$ cat src/rtl/mfq_pkg.sv
// Shared types and constants of the multilevel feedback task picker.
// Used by the channel interfaces, the slot cell and the top level; depends on nothing.
package mfq_pkg;

  localparam int unsigned DefSlots   = 16;
  localparam int unsigned TimeW      = 16;
  localparam int unsigned PrioW      = 8;
  localparam int unsigned LevelW     = 2;
  localparam int unsigned SlotFieldW = 4;

  localparam logic [TimeW-1:0] TimeMax = '1;

  localparam logic FuncLoad = 1'b0;
  localparam logic FuncTick = 1'b1;

  localparam logic [LevelW-1:0] LevelTop = 2'd0;
  localparam logic [LevelW-1:0] LevelMid = 2'd1;
  localparam logic [LevelW-1:0] LevelLow = 2'd2;

  typedef enum logic [1:0] {
    ST_IDLE,
    ST_SWEEP,
    ST_EMIT
  } state_e;

  // Best candidate of one level seen so far along the chain.
  typedef struct packed {
    logic             found;
    logic [TimeW-1:0] key;
    logic [TimeW-1:0] arrive;
    logic [TimeW-1:0] rem;
  } cand_t;

  // What the chain learned about the running task of one level.
  typedef struct packed {
    logic             hit;
    logic [TimeW-1:0] key;
    logic [TimeW-1:0] rem;
  } run_t;

  typedef struct packed {
    cand_t best;
    run_t  run;
  } tok_t;

  // Command broadcast from the top level to every cell.
  typedef struct packed {
    logic              load;
    logic              serve;
    logic              demote;
    logic [LevelW-1:0] dem_level;
    logic [TimeW-1:0]  burst;
    logic [TimeW-1:0]  arrive;
    logic [PrioW-1:0]  prio;
    logic [LevelW-1:0] level;
  } cmd_t;

  typedef struct packed {
    logic                  served;
    logic [SlotFieldW-1:0] served_slot;
    logic                  served_level;
    logic                  finished;
    logic [TimeW-1:0]      finish_time;
    logic [TimeW-1:0]      now;
  } rsp_t;

endpackage

$ cat src/rtl/mfq_req_if.sv
// Request channel of the task picker: load and tick beats.
// Depends on mfq_pkg for the field widths.
interface mfq_req_if;
  logic                              valid;
  logic                              ready;
  logic                              func;
  logic [mfq_pkg::SlotFieldW-1:0]    slot;
  logic [mfq_pkg::TimeW-1:0]         burst;
  logic [mfq_pkg::TimeW-1:0]         arrival;
  logic [mfq_pkg::PrioW-1:0]         prio;
  logic [mfq_pkg::LevelW-1:0]        start_level;

  modport source (
    output valid, func, slot, burst, arrival, prio, start_level,
    input  ready
  );
  modport sink (
    input  valid, func, slot, burst, arrival, prio, start_level,
    output ready
  );
endinterface

$ cat src/rtl/mfq_rsp_if.sv
// Response channel of the task picker: one beat per request beat.
// Depends on mfq_pkg for the field widths.
interface mfq_rsp_if;
  logic                           valid;
  logic                           ready;
  logic                           served;
  logic [mfq_pkg::SlotFieldW-1:0] served_slot;
  logic                           served_level;
  logic                           finished;
  logic [mfq_pkg::TimeW-1:0]      finish_time;
  logic [mfq_pkg::TimeW-1:0]      now;

  modport source (
    output valid, served, served_slot, served_level, finished, finish_time, now,
    input  ready
  );
  modport sink (
    input  valid, served, served_slot, served_level, finished, finish_time, now,
    output ready
  );
endinterface

$ cat src/rtl/mfq_cell.sv
// One task slot of the picker: holds the slot's task and compares it against
// the candidates handed in by its left neighbor. Depends on mfq_pkg.
module mfq_cell #(
  parameter int unsigned SLOTS = mfq_pkg::DefSlots,
  parameter int unsigned IDX   = 0,
  localparam int unsigned SW   = $clog2(SLOTS)
) (
  input  logic                         clk_i,
  input  logic                         rst_ni,
  input  logic [mfq_pkg::TimeW-1:0]    now_i,
  input  mfq_pkg::cmd_t                cmd_i,
  input  logic                         ld_sel_i,
  input  logic [SW-1:0]                serve_slot_i,
  input  logic [SW-1:0]                dem_slot_i,
  input  logic [1:0]                   run_valid_i,
  input  logic [1:0][SW-1:0]           run_slot_i,
  input  mfq_pkg::tok_t [1:0]          tok_i,
  input  logic [1:0][SW-1:0]           tok_slot_i,
  output mfq_pkg::tok_t [1:0]          tok_o,
  output logic [1:0][SW-1:0]           tok_slot_o
);

  localparam logic [SW-1:0] Self = SW'(IDX);

  logic                            used_q;
  logic                            done_q;
  logic [mfq_pkg::TimeW-1:0]       rem_q;
  logic [mfq_pkg::TimeW-1:0]       arr_q;
  logic [mfq_pkg::PrioW-1:0]       prio_q;
  logic [mfq_pkg::LevelW-1:0]      level_q;

  mfq_pkg::tok_t [1:0]             tok_d;
  logic [1:0][SW-1:0]              tok_slot_d;
  mfq_pkg::tok_t [1:0]             tok_q;
  logic [1:0][SW-1:0]              tok_slot_q;

  logic                            load_hit;
  logic                            serve_hit;
  logic                            dem_hit;
  logic                            rem_last;

  assign load_hit  = cmd_i.load && ld_sel_i;
  assign serve_hit = cmd_i.serve && (serve_slot_i == Self);
  assign dem_hit   = cmd_i.demote && (dem_slot_i == Self) && !done_q;
  assign rem_last  = (rem_q <= mfq_pkg::TimeW'(1));

  // Candidate compare for both levels; lower slots sit further left, so a
  // full tie keeps the candidate that is already in the token.
  always_comb begin
    logic                      base_rdy;
    logic                      rdy;
    logic [mfq_pkg::TimeW-1:0] key;
    logic                      better;
    base_rdy = used_q && !done_q && (arr_q <= now_i);
    for (int l = 0; l < 2; l++) begin
      rdy    = base_rdy && (level_q == mfq_pkg::LevelW'(l));
      key    = (l == 0) ? rem_q : mfq_pkg::TimeW'(prio_q);
      better = !tok_i[l].best.found || (key < tok_i[l].best.key) ||
               ((key == tok_i[l].best.key) && (arr_q < tok_i[l].best.arrive));
      tok_d[l]      = tok_i[l];
      tok_slot_d[l] = tok_slot_i[l];
      if (rdy && better) begin
        tok_d[l].best = '{found: 1'b1, key: key, arrive: arr_q, rem: rem_q};
        tok_slot_d[l] = Self;
      end
      if (rdy && run_valid_i[l] && (run_slot_i[l] == Self)) begin
        tok_d[l].run = '{hit: 1'b1, key: key, rem: rem_q};
      end
    end
  end

  always_ff @(posedge clk_i or negedge rst_ni) begin
    if (!rst_ni) begin
      used_q     <= 1'b0;
      done_q     <= 1'b0;
      tok_q      <= '0;
      tok_slot_q <= '0;
    end else begin
      tok_q      <= tok_d;
      tok_slot_q <= tok_slot_d;
      if (load_hit) begin
        used_q <= 1'b1;
        done_q <= 1'b0;
      end else if (serve_hit && rem_last) begin
        done_q <= 1'b1;
      end
    end
  end

  always_ff @(posedge clk_i) begin
    if (load_hit) begin
      rem_q   <= cmd_i.burst;
      arr_q   <= cmd_i.arrive;
      prio_q  <= cmd_i.prio;
      level_q <= cmd_i.level;
    end else begin
      if (serve_hit) begin
        rem_q <= rem_last ? '0 : rem_q - mfq_pkg::TimeW'(1);
      end
      if (dem_hit) begin
        level_q <= cmd_i.dem_level;
      end
    end
  end

  assign tok_o      = tok_q;
  assign tok_slot_o = tok_slot_q;

endmodule

$ cat src/rtl/multilevel_feedback_task_picker.sv
// Top level of the multilevel feedback task picker: control, time counter,
// running-task flags and the chain of slot cells. Depends on mfq_pkg,
// mfq_req_if, mfq_rsp_if and mfq_cell.
//
//   Channel   Role     Beat carries
//   -------   ------   ---------------------------------------------------------
//   req_i     sink     func, slot, burst, arrival, prio, start_level
//   rsp_o     source   served, served_slot, served_level, finished, finish_time, now
//
// A load beat passes through the emit state and then returns to idle.
// A tick beat walks down the chain in the sweep state, picks and updates at
// its end, fills the output register in emit and returns to idle.
// Reset is asynchronous and clears the time, the running flags and the used and
// done marks of every cell. A result waits in the output register while the next
// beat is accepted; one that finds that register still full waits in emit.
module multilevel_feedback_task_picker #(
  parameter int unsigned SLOTS = mfq_pkg::DefSlots
) (
  input  logic        clk_i,
  input  logic        rst_ni,
  mfq_req_if.sink     req_i,
  mfq_rsp_if.source   rsp_o
);

  localparam int unsigned SW = $clog2(SLOTS);
  localparam int unsigned CW = $clog2(SLOTS + 1);

  mfq_pkg::state_e            state_q, state_d;
  logic [CW-1:0]              cnt_q, cnt_d;
  logic [mfq_pkg::TimeW-1:0]  tick_q, tick_d;
  logic [1:0]                 run_v_q, run_v_d;
  logic [1:0][SW-1:0]         run_s_q, run_s_d;
  mfq_pkg::rsp_t              res_q, res_d;
  mfq_pkg::rsp_t              out_q, out_d;
  logic                       out_valid_q, out_valid_d;

  logic                       in_fire;
  logic                       decide;
  mfq_pkg::cmd_t              cmd;
  logic [SLOTS-1:0]           ld_sel;
  logic [SW-1:0]              pick_s;
  logic                       lvl_sel;
  logic                       served;
  logic                       fin;
  mfq_pkg::rsp_t              tick_res;

  // Chain wiring: entry 0 is the empty token, entry SLOTS the tail.
  mfq_pkg::tok_t [1:0]        tok_w  [SLOTS+1];
  logic [1:0][SW-1:0]         slot_w [SLOTS+1];

  assign tok_w[0]  = '0;
  assign slot_w[0] = '0;

  assign in_fire = req_i.valid && req_i.ready;
  assign decide  = (state_q == mfq_pkg::ST_SWEEP) && (cnt_q == CW'(SLOTS));

  for (genvar i = 0; i < SLOTS; i++) begin : g_cell
    // Slots past the 4-bit field are never selected by a load.
    assign ld_sel[i] = (int'(req_i.slot) == int'(i));

    mfq_cell #(
      .SLOTS (SLOTS),
      .IDX   (i)
    ) u_cell (
      .clk_i        (clk_i),
      .rst_ni       (rst_ni),
      .now_i        (tick_q),
      .cmd_i        (cmd),
      .ld_sel_i     (ld_sel[i]),
      .serve_slot_i (pick_s),
      .dem_slot_i   (run_s_q[lvl_sel]),
      .run_valid_i  (run_v_q),
      .run_slot_i   (run_s_q),
      .tok_i        (tok_w[i]),
      .tok_slot_i   (slot_w[i]),
      .tok_o        (tok_w[i+1]),
      .tok_slot_o   (slot_w[i+1])
    );
  end

  // Pick from the tail of the chain. The running task of a level wins when
  // it is ready there and ties the best on the primary key. Level 0 goes
  // first; level 1 is served only when nothing is ready at level 0.
  always_comb begin
    logic [1:0][SW-1:0]                 lvl_s;
    logic [1:0][mfq_pkg::TimeW-1:0]     lvl_rem;
    logic [mfq_pkg::TimeW-1:0]          rem;
    logic [mfq_pkg::TimeW-1:0]          ft;
    for (int l = 0; l < 2; l++) begin
      if (tok_w[SLOTS][l].run.hit &&
          (tok_w[SLOTS][l].run.key == tok_w[SLOTS][l].best.key)) begin
        lvl_s[l]   = run_s_q[l];
        lvl_rem[l] = tok_w[SLOTS][l].run.rem;
      end else begin
        lvl_s[l]   = slot_w[SLOTS][l];
        lvl_rem[l] = tok_w[SLOTS][l].best.rem;
      end
    end
    lvl_sel = !tok_w[SLOTS][0].best.found;
    served  = tok_w[SLOTS][0].best.found || tok_w[SLOTS][1].best.found;
    pick_s  = lvl_s[lvl_sel];
    rem     = lvl_rem[lvl_sel];
    fin     = served && (rem <= mfq_pkg::TimeW'(1));
    ft      = (tick_q == mfq_pkg::TimeMax) ? mfq_pkg::TimeMax
                                           : tick_q + mfq_pkg::TimeW'(1);

    tick_res              = '0;
    tick_res.now          = tick_q;
    tick_res.served       = served;
    tick_res.served_slot  = served ? mfq_pkg::SlotFieldW'(pick_s) : '0;
    tick_res.served_level = served && lvl_sel;
    tick_res.finished     = fin;
    tick_res.finish_time  = fin ? ft : '0;
  end

  // Command to the cells. A start level of three is stored as level 2.
  always_comb begin
    cmd           = '0;
    cmd.load      = in_fire && (req_i.func == mfq_pkg::FuncLoad);
    cmd.serve     = decide && served;
    cmd.demote    = decide && served && run_v_q[lvl_sel] && (run_s_q[lvl_sel] != pick_s);
    cmd.dem_level = mfq_pkg::LevelW'(lvl_sel) + mfq_pkg::LevelW'(1);
    cmd.burst     = req_i.burst;
    cmd.arrive    = req_i.arrival;
    cmd.prio      = req_i.prio;
    cmd.level     = (req_i.start_level > mfq_pkg::LevelLow) ? mfq_pkg::LevelLow
                                                            : req_i.start_level;
  end

  always_comb begin
    state_d     = state_q;
    cnt_d       = cnt_q;
    tick_d      = tick_q;
    run_v_d     = run_v_q;
    run_s_d     = run_s_q;
    res_d       = res_q;
    out_d       = out_q;
    out_valid_d = out_valid_q;

    if (out_valid_q && rsp_o.ready) begin
      out_valid_d = 1'b0;
    end

    unique case (state_q)
      mfq_pkg::ST_IDLE: begin
        if (in_fire) begin
          cnt_d = '0;
          if (req_i.func == mfq_pkg::FuncLoad) begin
            res_d     = '0;
            res_d.now = tick_q;
            // A reloaded slot is no longer anyone's running task.
            for (int l = 0; l < 2; l++) begin
              if (run_v_q[l] && (int'(run_s_q[l]) == int'(req_i.slot))) begin
                run_v_d[l] = 1'b0;
              end
            end
            state_d = mfq_pkg::ST_EMIT;
          end else begin
            state_d = mfq_pkg::ST_SWEEP;
          end
        end
      end
      mfq_pkg::ST_SWEEP: begin
        cnt_d = cnt_q + CW'(1);
        if (decide) begin
          res_d = tick_res;
          if (served) begin
            run_v_d[lvl_sel] = 1'b1;
            run_s_d[lvl_sel] = pick_s;
          end
          if (tick_q != mfq_pkg::TimeMax) begin
            tick_d = tick_q + mfq_pkg::TimeW'(1);
          end
          state_d = mfq_pkg::ST_EMIT;
        end
      end
      mfq_pkg::ST_EMIT: begin
        if (!out_valid_q || rsp_o.ready) begin
          out_d       = res_q;
          out_valid_d = 1'b1;
          state_d     = mfq_pkg::ST_IDLE;
        end
      end
      default: state_d = mfq_pkg::ST_IDLE;
    endcase
  end

  always_ff @(posedge clk_i or negedge rst_ni) begin
    if (!rst_ni) begin
      state_q     <= mfq_pkg::ST_IDLE;
      cnt_q       <= '0;
      tick_q      <= '0;
      run_v_q     <= '0;
      run_s_q     <= '0;
      out_valid_q <= 1'b0;
    end else begin
      state_q     <= state_d;
      cnt_q       <= cnt_d;
      tick_q      <= tick_d;
      run_v_q     <= run_v_d;
      run_s_q     <= run_s_d;
      out_valid_q <= out_valid_d;
    end
  end

  always_ff @(posedge clk_i) begin
    res_q <= res_d;
    out_q <= out_d;
  end

  assign req_i.ready        = (state_q == mfq_pkg::ST_IDLE);
  assign rsp_o.valid        = out_valid_q;
  assign rsp_o.served       = out_q.served;
  assign rsp_o.served_slot  = out_q.served_slot;
  assign rsp_o.served_level = out_q.served_level;
  assign rsp_o.finished     = out_q.finished;
  assign rsp_o.finish_time  = out_q.finish_time;
  assign rsp_o.now          = out_q.now;

`ifndef SYNTH
  // The tick count moves only on the cycle that picks a task.
  a_tick_only_on_decide: assert property (@(posedge clk_i) disable iff (!rst_ni)
    (tick_q != $past(tick_q)) |-> $past(decide))
    else $error("tick count changed outside the pick cycle");

  // After a pick the result is waiting for the output register.
  a_decide_to_emit: assert property (@(posedge clk_i) disable iff (!rst_ni)
    decide |=> (state_q == mfq_pkg::ST_EMIT))
    else $error("pick cycle not followed by emit");

  // A running flag always points at a slot that exists.
  a_run_in_range: assert property (@(posedge clk_i) disable iff (!rst_ni)
    (run_v_q[0] |-> (int'(run_s_q[0]) < SLOTS)) and
    (run_v_q[1] |-> (int'(run_s_q[1]) < SLOTS)))
    else $error("running flag points beyond the slot table");

  // A finished beat always reports a served task.
  a_finish_needs_serve: assert property (@(posedge clk_i) disable iff (!rst_ni)
    rsp_o.valid |-> (!rsp_o.finished || rsp_o.served))
    else $error("finished beat without a served task");
`endif

endmodule
$ cat src/flat_wrapper.sv
// flat-port wrapper written by rule: the top's interface ports become plain ports
module multilevel_feedback_task_picker_flat 
#(
  parameter int unsigned SLOTS = mfq_pkg::DefSlots
)
  (clk_i, rst_ni, req_i_valid, req_i_func, req_i_slot, req_i_burst, req_i_arrival, req_i_prio, req_i_start_level, req_i_ready, rsp_o_valid, rsp_o_served, rsp_o_served_slot, rsp_o_served_level, rsp_o_finished, rsp_o_finish_time, rsp_o_now, rsp_o_ready);
  mfq_req_if req_i_i ();
  mfq_rsp_if rsp_o_i ();
  input  logic clk_i;
  input  logic rst_ni;
  input wire logic [$bits(req_i_i.valid)-1:0] req_i_valid;
  input wire logic [$bits(req_i_i.func)-1:0] req_i_func;
  input wire logic [$bits(req_i_i.slot)-1:0] req_i_slot;
  input wire logic [$bits(req_i_i.burst)-1:0] req_i_burst;
  input wire logic [$bits(req_i_i.arrival)-1:0] req_i_arrival;
  input wire logic [$bits(req_i_i.prio)-1:0] req_i_prio;
  input wire logic [$bits(req_i_i.start_level)-1:0] req_i_start_level;
  output wire logic [$bits(req_i_i.ready)-1:0] req_i_ready;
  output wire logic [$bits(rsp_o_i.valid)-1:0] rsp_o_valid;
  output wire logic [$bits(rsp_o_i.served)-1:0] rsp_o_served;
  output wire logic [$bits(rsp_o_i.served_slot)-1:0] rsp_o_served_slot;
  output wire logic [$bits(rsp_o_i.served_level)-1:0] rsp_o_served_level;
  output wire logic [$bits(rsp_o_i.finished)-1:0] rsp_o_finished;
  output wire logic [$bits(rsp_o_i.finish_time)-1:0] rsp_o_finish_time;
  output wire logic [$bits(rsp_o_i.now)-1:0] rsp_o_now;
  input wire logic [$bits(rsp_o_i.ready)-1:0] rsp_o_ready;
  assign req_i_i.valid = req_i_valid;
  assign req_i_i.func = req_i_func;
  assign req_i_i.slot = req_i_slot;
  assign req_i_i.burst = req_i_burst;
  assign req_i_i.arrival = req_i_arrival;
  assign req_i_i.prio = req_i_prio;
  assign req_i_i.start_level = req_i_start_level;
  assign req_i_ready = req_i_i.ready;
  assign rsp_o_valid = rsp_o_i.valid;
  assign rsp_o_served = rsp_o_i.served;
  assign rsp_o_served_slot = rsp_o_i.served_slot;
  assign rsp_o_served_level = rsp_o_i.served_level;
  assign rsp_o_finished = rsp_o_i.finished;
  assign rsp_o_finish_time = rsp_o_i.finish_time;
  assign rsp_o_now = rsp_o_i.now;
  assign rsp_o_i.ready = rsp_o_ready;
  multilevel_feedback_task_picker #(.SLOTS(SLOTS)) u_core (.clk_i(clk_i), .rst_ni(rst_ni), .req_i(req_i_i), .rsp_o(rsp_o_i));
endmodule
$ cat config.mk
export PLATFORM = sky130hd
export DESIGN_NAME = multilevel_feedback_task_picker_flat
export DESIGN_NICKNAME = d
export VERILOG_FILES = /design/src/rtl/mfq_pkg.sv /design/src/rtl/mfq_req_if.sv /design/src/rtl/mfq_rsp_if.sv /design/src/rtl/mfq_cell.sv /design/src/rtl/multilevel_feedback_task_picker.sv /design/src/flat_wrapper.sv
export SDC_FILE = /design/constraint.sdc
export NUM_CORES = 2
export LEC_CHECK = 0
export BUFFER_PORTS_ARGS = -buffer_cell sky130_fd_sc_hd__buf_4
export CORE_MARGIN = 5
export CORE_UTILIZATION = 23
export CTS_CLUSTER_DIAMETER = 60
export DETAILED_ROUTE_END_ITERATION = 7
export GPL_TIMING_DRIVEN = 0
export SYNTH_ARGS = -nofsm -noshare
export SYNTH_HDL_FRONTEND = slang
export SYNTH_SLANG_ARGS = --single-unit
$ cat constraint.sdc
create_clock -name clk_i -period 5.1 [get_ports clk_i]
set_input_delay 0 -clock clk_i [delete_from_list [all_inputs] [get_ports clk_i]]
set_output_delay 0 -clock clk_i [all_outputs]
set_load 0.03 [all_outputs]
==> impl_results.md <==
* Status: finished with violations
* Violated checks: max-capacitance violations
* Via count at a little under 80,000
* Post-Synthesis Cells at 10,184
* Worst Tran Pin Value at about 1.5 ns
* Critical Path Slowest Stage Cell: o21ai_2
* Final ANT Viol Nets at 0
* Vias in the first global route at 82,596
* Gr usage total at 11.9%
* Routed vias/inst at 4.24
* Clock slew at reported path FFs at 0.06 ns
* R2R cell count at 8
* Netlist cell types at 85
* Simple-Gate Fraction of Synth Area at about 7.2%
* CP required at ~5.6 ns
* Power per Cell Area at 341 mW/mm2
* Area Growth Syn to Fin at 16.5%
* Non-Filler Instances at 18,418
* CP Cell Sequence: xnor2_1 > nand3_1 > nor3_2 > mux2i_1 > a221oi_2 > buf_4 > nand3b_1 > o21ai_2
* Max-Cap Viols at 1
* Critical path's largest stage delay at between 1 and 1.5 ns
* Final WL at 355,000 um
* Post-synth EDFFs at 750
* Top post-synthesis cells by area: dfrtp_1 38%, edfxtp_1 17%, mux2_2 14%, ha_1 11%, inv_1 2.7%
* Worst-Skew Late Latency at 0.86 ns
* RSZ-0062 raised after global routing: yes
* First DRT Iteration DRCs at 4,934
* Post-DR wirelength/cell at 19.3 um
* Fin. max-slew vios at 0
* Die width at 762 um
* Detailed Place HPWL at 279,000 um
* H-tree levels at 5
* Core area at 0.564 mm2
* Gpl congestion at 0.933
* Placed Cells at approximately 18,000
* Sequential cell area fraction in the yosys report at 55.0%
* Area share of fa/ha/maj cells after synthesis at 10.6%
* Reg2reg start: u_core.g_cell[15].u_cell.tok_o[148]
* Die Span Y at 762 um
* Die Footprint at between 0.5 and 0.6 mm2
* Post-route cell area at 0.151 mm2
* Initial Utilization at between 20% and 30%
* Max Buffers Root-to-Sink at 4
* Top cells by instance count after synthesis: 1,956 x dfrtp_1, 1,580 x mux2_2, 1,101 x ha_1, 930 x inv_1, 750 x edfxtp_1
* Total power at 51.6 mW
* Delay-heaviest family, CP: simple AND/OR/NAND/NOR gates
* Sink Count at around 2,700
* Buffers and inverters on the worst path at 1
* Hold Crit Class: in2reg
* Synth area leader: dfrtp_1
* Antenna violations before repair at 34
* Slew HR at less than 1%
* Multiplexer area fraction after synthesis at roughly 14%
* Worst Path Max Fanout at 16
* Ys flop type: dfrtp_1
* FF-to-FF End: u_core.g_cell[4].u_cell.rem_q[8]
* TNS Setup at 0 ns
* Achievable Freq at a little under 200 MHz
* Tmin final at 5.09 ns
* Syn Area/Cell at ~13 um2
* Yosys top cell area share at ~38%
* Boundary pin count at 92
* Pre-antenna DRT Iters at 6
* Register bit total from synthesis at 2,706
* Total Nets Final at 11,811
* Lkg Pwr at 66.0 nW
* Final setup violation count at 0
* Post-synthesis compound-gate area fraction at 7.16%
* CTS root buffer: clkbuf_16
* First-pass GRT wire length at 530,000 um
* Total global routing overflow at 0
* R2R Setup Slk at 0.006 ns
* TritonCTS buffer count at 300
* Critical Path End Type: register
* Worst Setup Start Kind: register
* Cell Area, Synth at 0.130 mm2
* Net count after synthesis at 11,336
* Placed inst area at 0.141 mm2
* Layout cell share with drive strength beyond 1 at roughly 22%
* Type of the worst setup path: reg2reg
* WP data arrival at 5.56 ns
* I/O Buffers at 76
* Min-delay src: rsp_o_ready
* Top-count cell post-synth: dfrtp_1
* WHS Path Cells at 4
* WHS Endpoint: u_core.rsp_o.valid
* Xor/xnor cell area share of the yosys netlist at roughly 1.8%
* FFs w/ async S/R, synth at 72.3%
* Final count of hold timing violations at 0
* CTS tree: yes
* Site row count at ~280
* Main combinational cell family by area after synthesis: multiplexers
* Pin count of the biggest net entering global routing at 187
* Max VDD drop at 0.223 mV
* Final Cycle Share at between 90% and 100%
* DRC at 0
* Clk_skew at 0.0662 ns
* YS warnings at 0
* Finished Core Util at a little over a quarter
==> what timing repair did <==
action / in CTS / in global routing
pin swaps: 2 / 0
setup buffers: 11 / 5
hold buffers: 51 / 0
endpoints found under the setup margin: 366 / 136
endpoints found under the hold margin: 990 / 0
gates resized for setup: 18 / 2
==> worst max path at each step <==
stage                                              from                            endpoint  slack (ns)  cells after the start
floorplan            u_core.g_cell[15].u_cell.tok_o[67]   u_core.g_cell[15].u_cell.rem_q[0]        1.33                      9
global placement                                 rst_ni   u_core.g_cell[0].u_cell.tok_o[92]      -20.02                      1
detailed placement                     u_core.tick_q[9]  u_core.g_cell[5].u_cell.tok_o[105]       -1.00                     11
CTS                 u_core.g_cell[15].u_cell.tok_o[148]    u_core.g_cell[4].u_cell.rem_q[9]        -0.1                      8
global route        u_core.g_cell[15].u_cell.tok_o[148]    u_core.g_cell[4].u_cell.rem_q[9]       -0.13                      8
finish              u_core.g_cell[15].u_cell.tok_o[148]    u_core.g_cell[4].u_cell.rem_q[8]       0.006                      8
==> stage by stage <==
| step | hold slack, ns | setup slack (ns) |
|---|---|---|
| global route | 0.0669 | -0.125 |
| detailed placement | -0.0426 | -1.00 |
| finish | 0.102 | 0.00605 |
| global placement | 0.354 | -20.02 |
| floorplan | -0.296 | 1.33 |
| CTS | 0.0306 | -0.0994 |
==> sequential cells by signal, summed over array words and instances, names as in the netlist, 32 cells and up <==
register / cells
u_core.g_cell.u_cell.prio_q: 128
u_core.g_cell.u_cell.rem_q: 256
u_core.g_cell.u_cell.arr_q: 256
u_core.g_cell.u_cell.tok_slot_o: 98
u_core.g_cell.u_cell.tok_o: 1792
u_core.res_q: 39
u_core.g_cell.u_cell.level_q: 32
==> routing by layer <==
| layer | track usage (%) | vias to the layer above | part of all wire, % |
|---|---|---|---|
| met3 | 2.18 | 779 | 5.1 |
| met1 | 14.8 | 38001 | 43 |
| met5 | 0 | - | 0.032 |
| li1 | - | 37330 | - |
| met4 | 5.66 | 18 | 5.4 |
| met2 | 20.1 | 1900 | 47 |
==> worst min-delay path: cells and delay by family <==
family	cells	cell delay (ns)
buffers and inverters	2	0.63
and+or+nand+nor	2	0.25
==> cells by family (layout without fill, tap and decap cells) <==
| group | Yosys count | count (layout) |
|---|---|---|
| adders and majority gates | 1101 | 1101 |
| AOI/OAI and AO/OA | 1370 | 1370 |
| xor gates and xnor gates | 264 | 264 |
| other | 0 | 12 |
| and+or+nand+nor | 1777 | 1777 |
| muxes | 1640 | 1640 |
| buffers and inverters | 1326 | 2042 |
| DFF | 2706 | 2706 |
==> layout by cell type, fill, tap and decap left out, types with 72 or more instances in the layout <==
| cell type | synthesis | final |
|---|---|---|
| dfrtp_1 | 1956 | 1956 |
| o31ai_1 | 183 | 182 |
| a22o_1 | 96 | 96 |
| o21a_1 | 103 | 103 |
| xnor2_1 | 158 | 158 |
| clkbuf_1 | 263 | 331 |
| a211oi_1 | 76 | 76 |
| xor2_1 | 106 | 106 |
| ha_1 | 1101 | 1101 |
| mux2_2 | 1580 | 1580 |
| nand2_1 | 425 | 425 |
| clkbuf_16 | 0 | 319 |
| nand4_1 | 150 | 150 |
| nor2_1 | 276 | 273 |
| inv_1 | 930 | 924 |
| or2_2 | 82 | 82 |
| buf_2 | 55 | 72 |
| a21o_1 | 213 | 213 |
| buf_4 | 3 | 89 |
| nor4_1 | 94 | 94 |
| edfxtp_1 | 750 | 750 |
| nand2b_1 | 116 | 116 |
| o21ai_0 | 234 | 218 |
| a21oi_1 | 266 | 266 |
| nand3_1 | 107 | 107 |
| nor2b_1 | 114 | 114 |
| nor3_1 | 146 | 144 |
==> where the power goes <==
part           internal, mW  total [mW]  switching, mW  leakage (nW)
Clock                  12.8        21.6           8.77          4.87
Sequential             23.8        24.5          0.790          33.7
Combinational          2.31        5.49           3.18          27.4
Total                  38.9        51.6           12.7          66.0
==> layout make-up <==
type / instances / area (um2)
Fill cell: 57753 / 413000
Sequential cell: 2706 / 71500
Multi-Input combinational cell: 6152 / 53500
Tap cell: 7506 / 9390
Clock buffer: 431 / 8790
Inverter: 945 / 3570
Timing Repair Buffer: 173 / 1890
Buffer: 381 / 1620
Clock inverter: 112 / 1110
Antenna cell: 12 / 30.0
(Power assumes the default switching activity.)
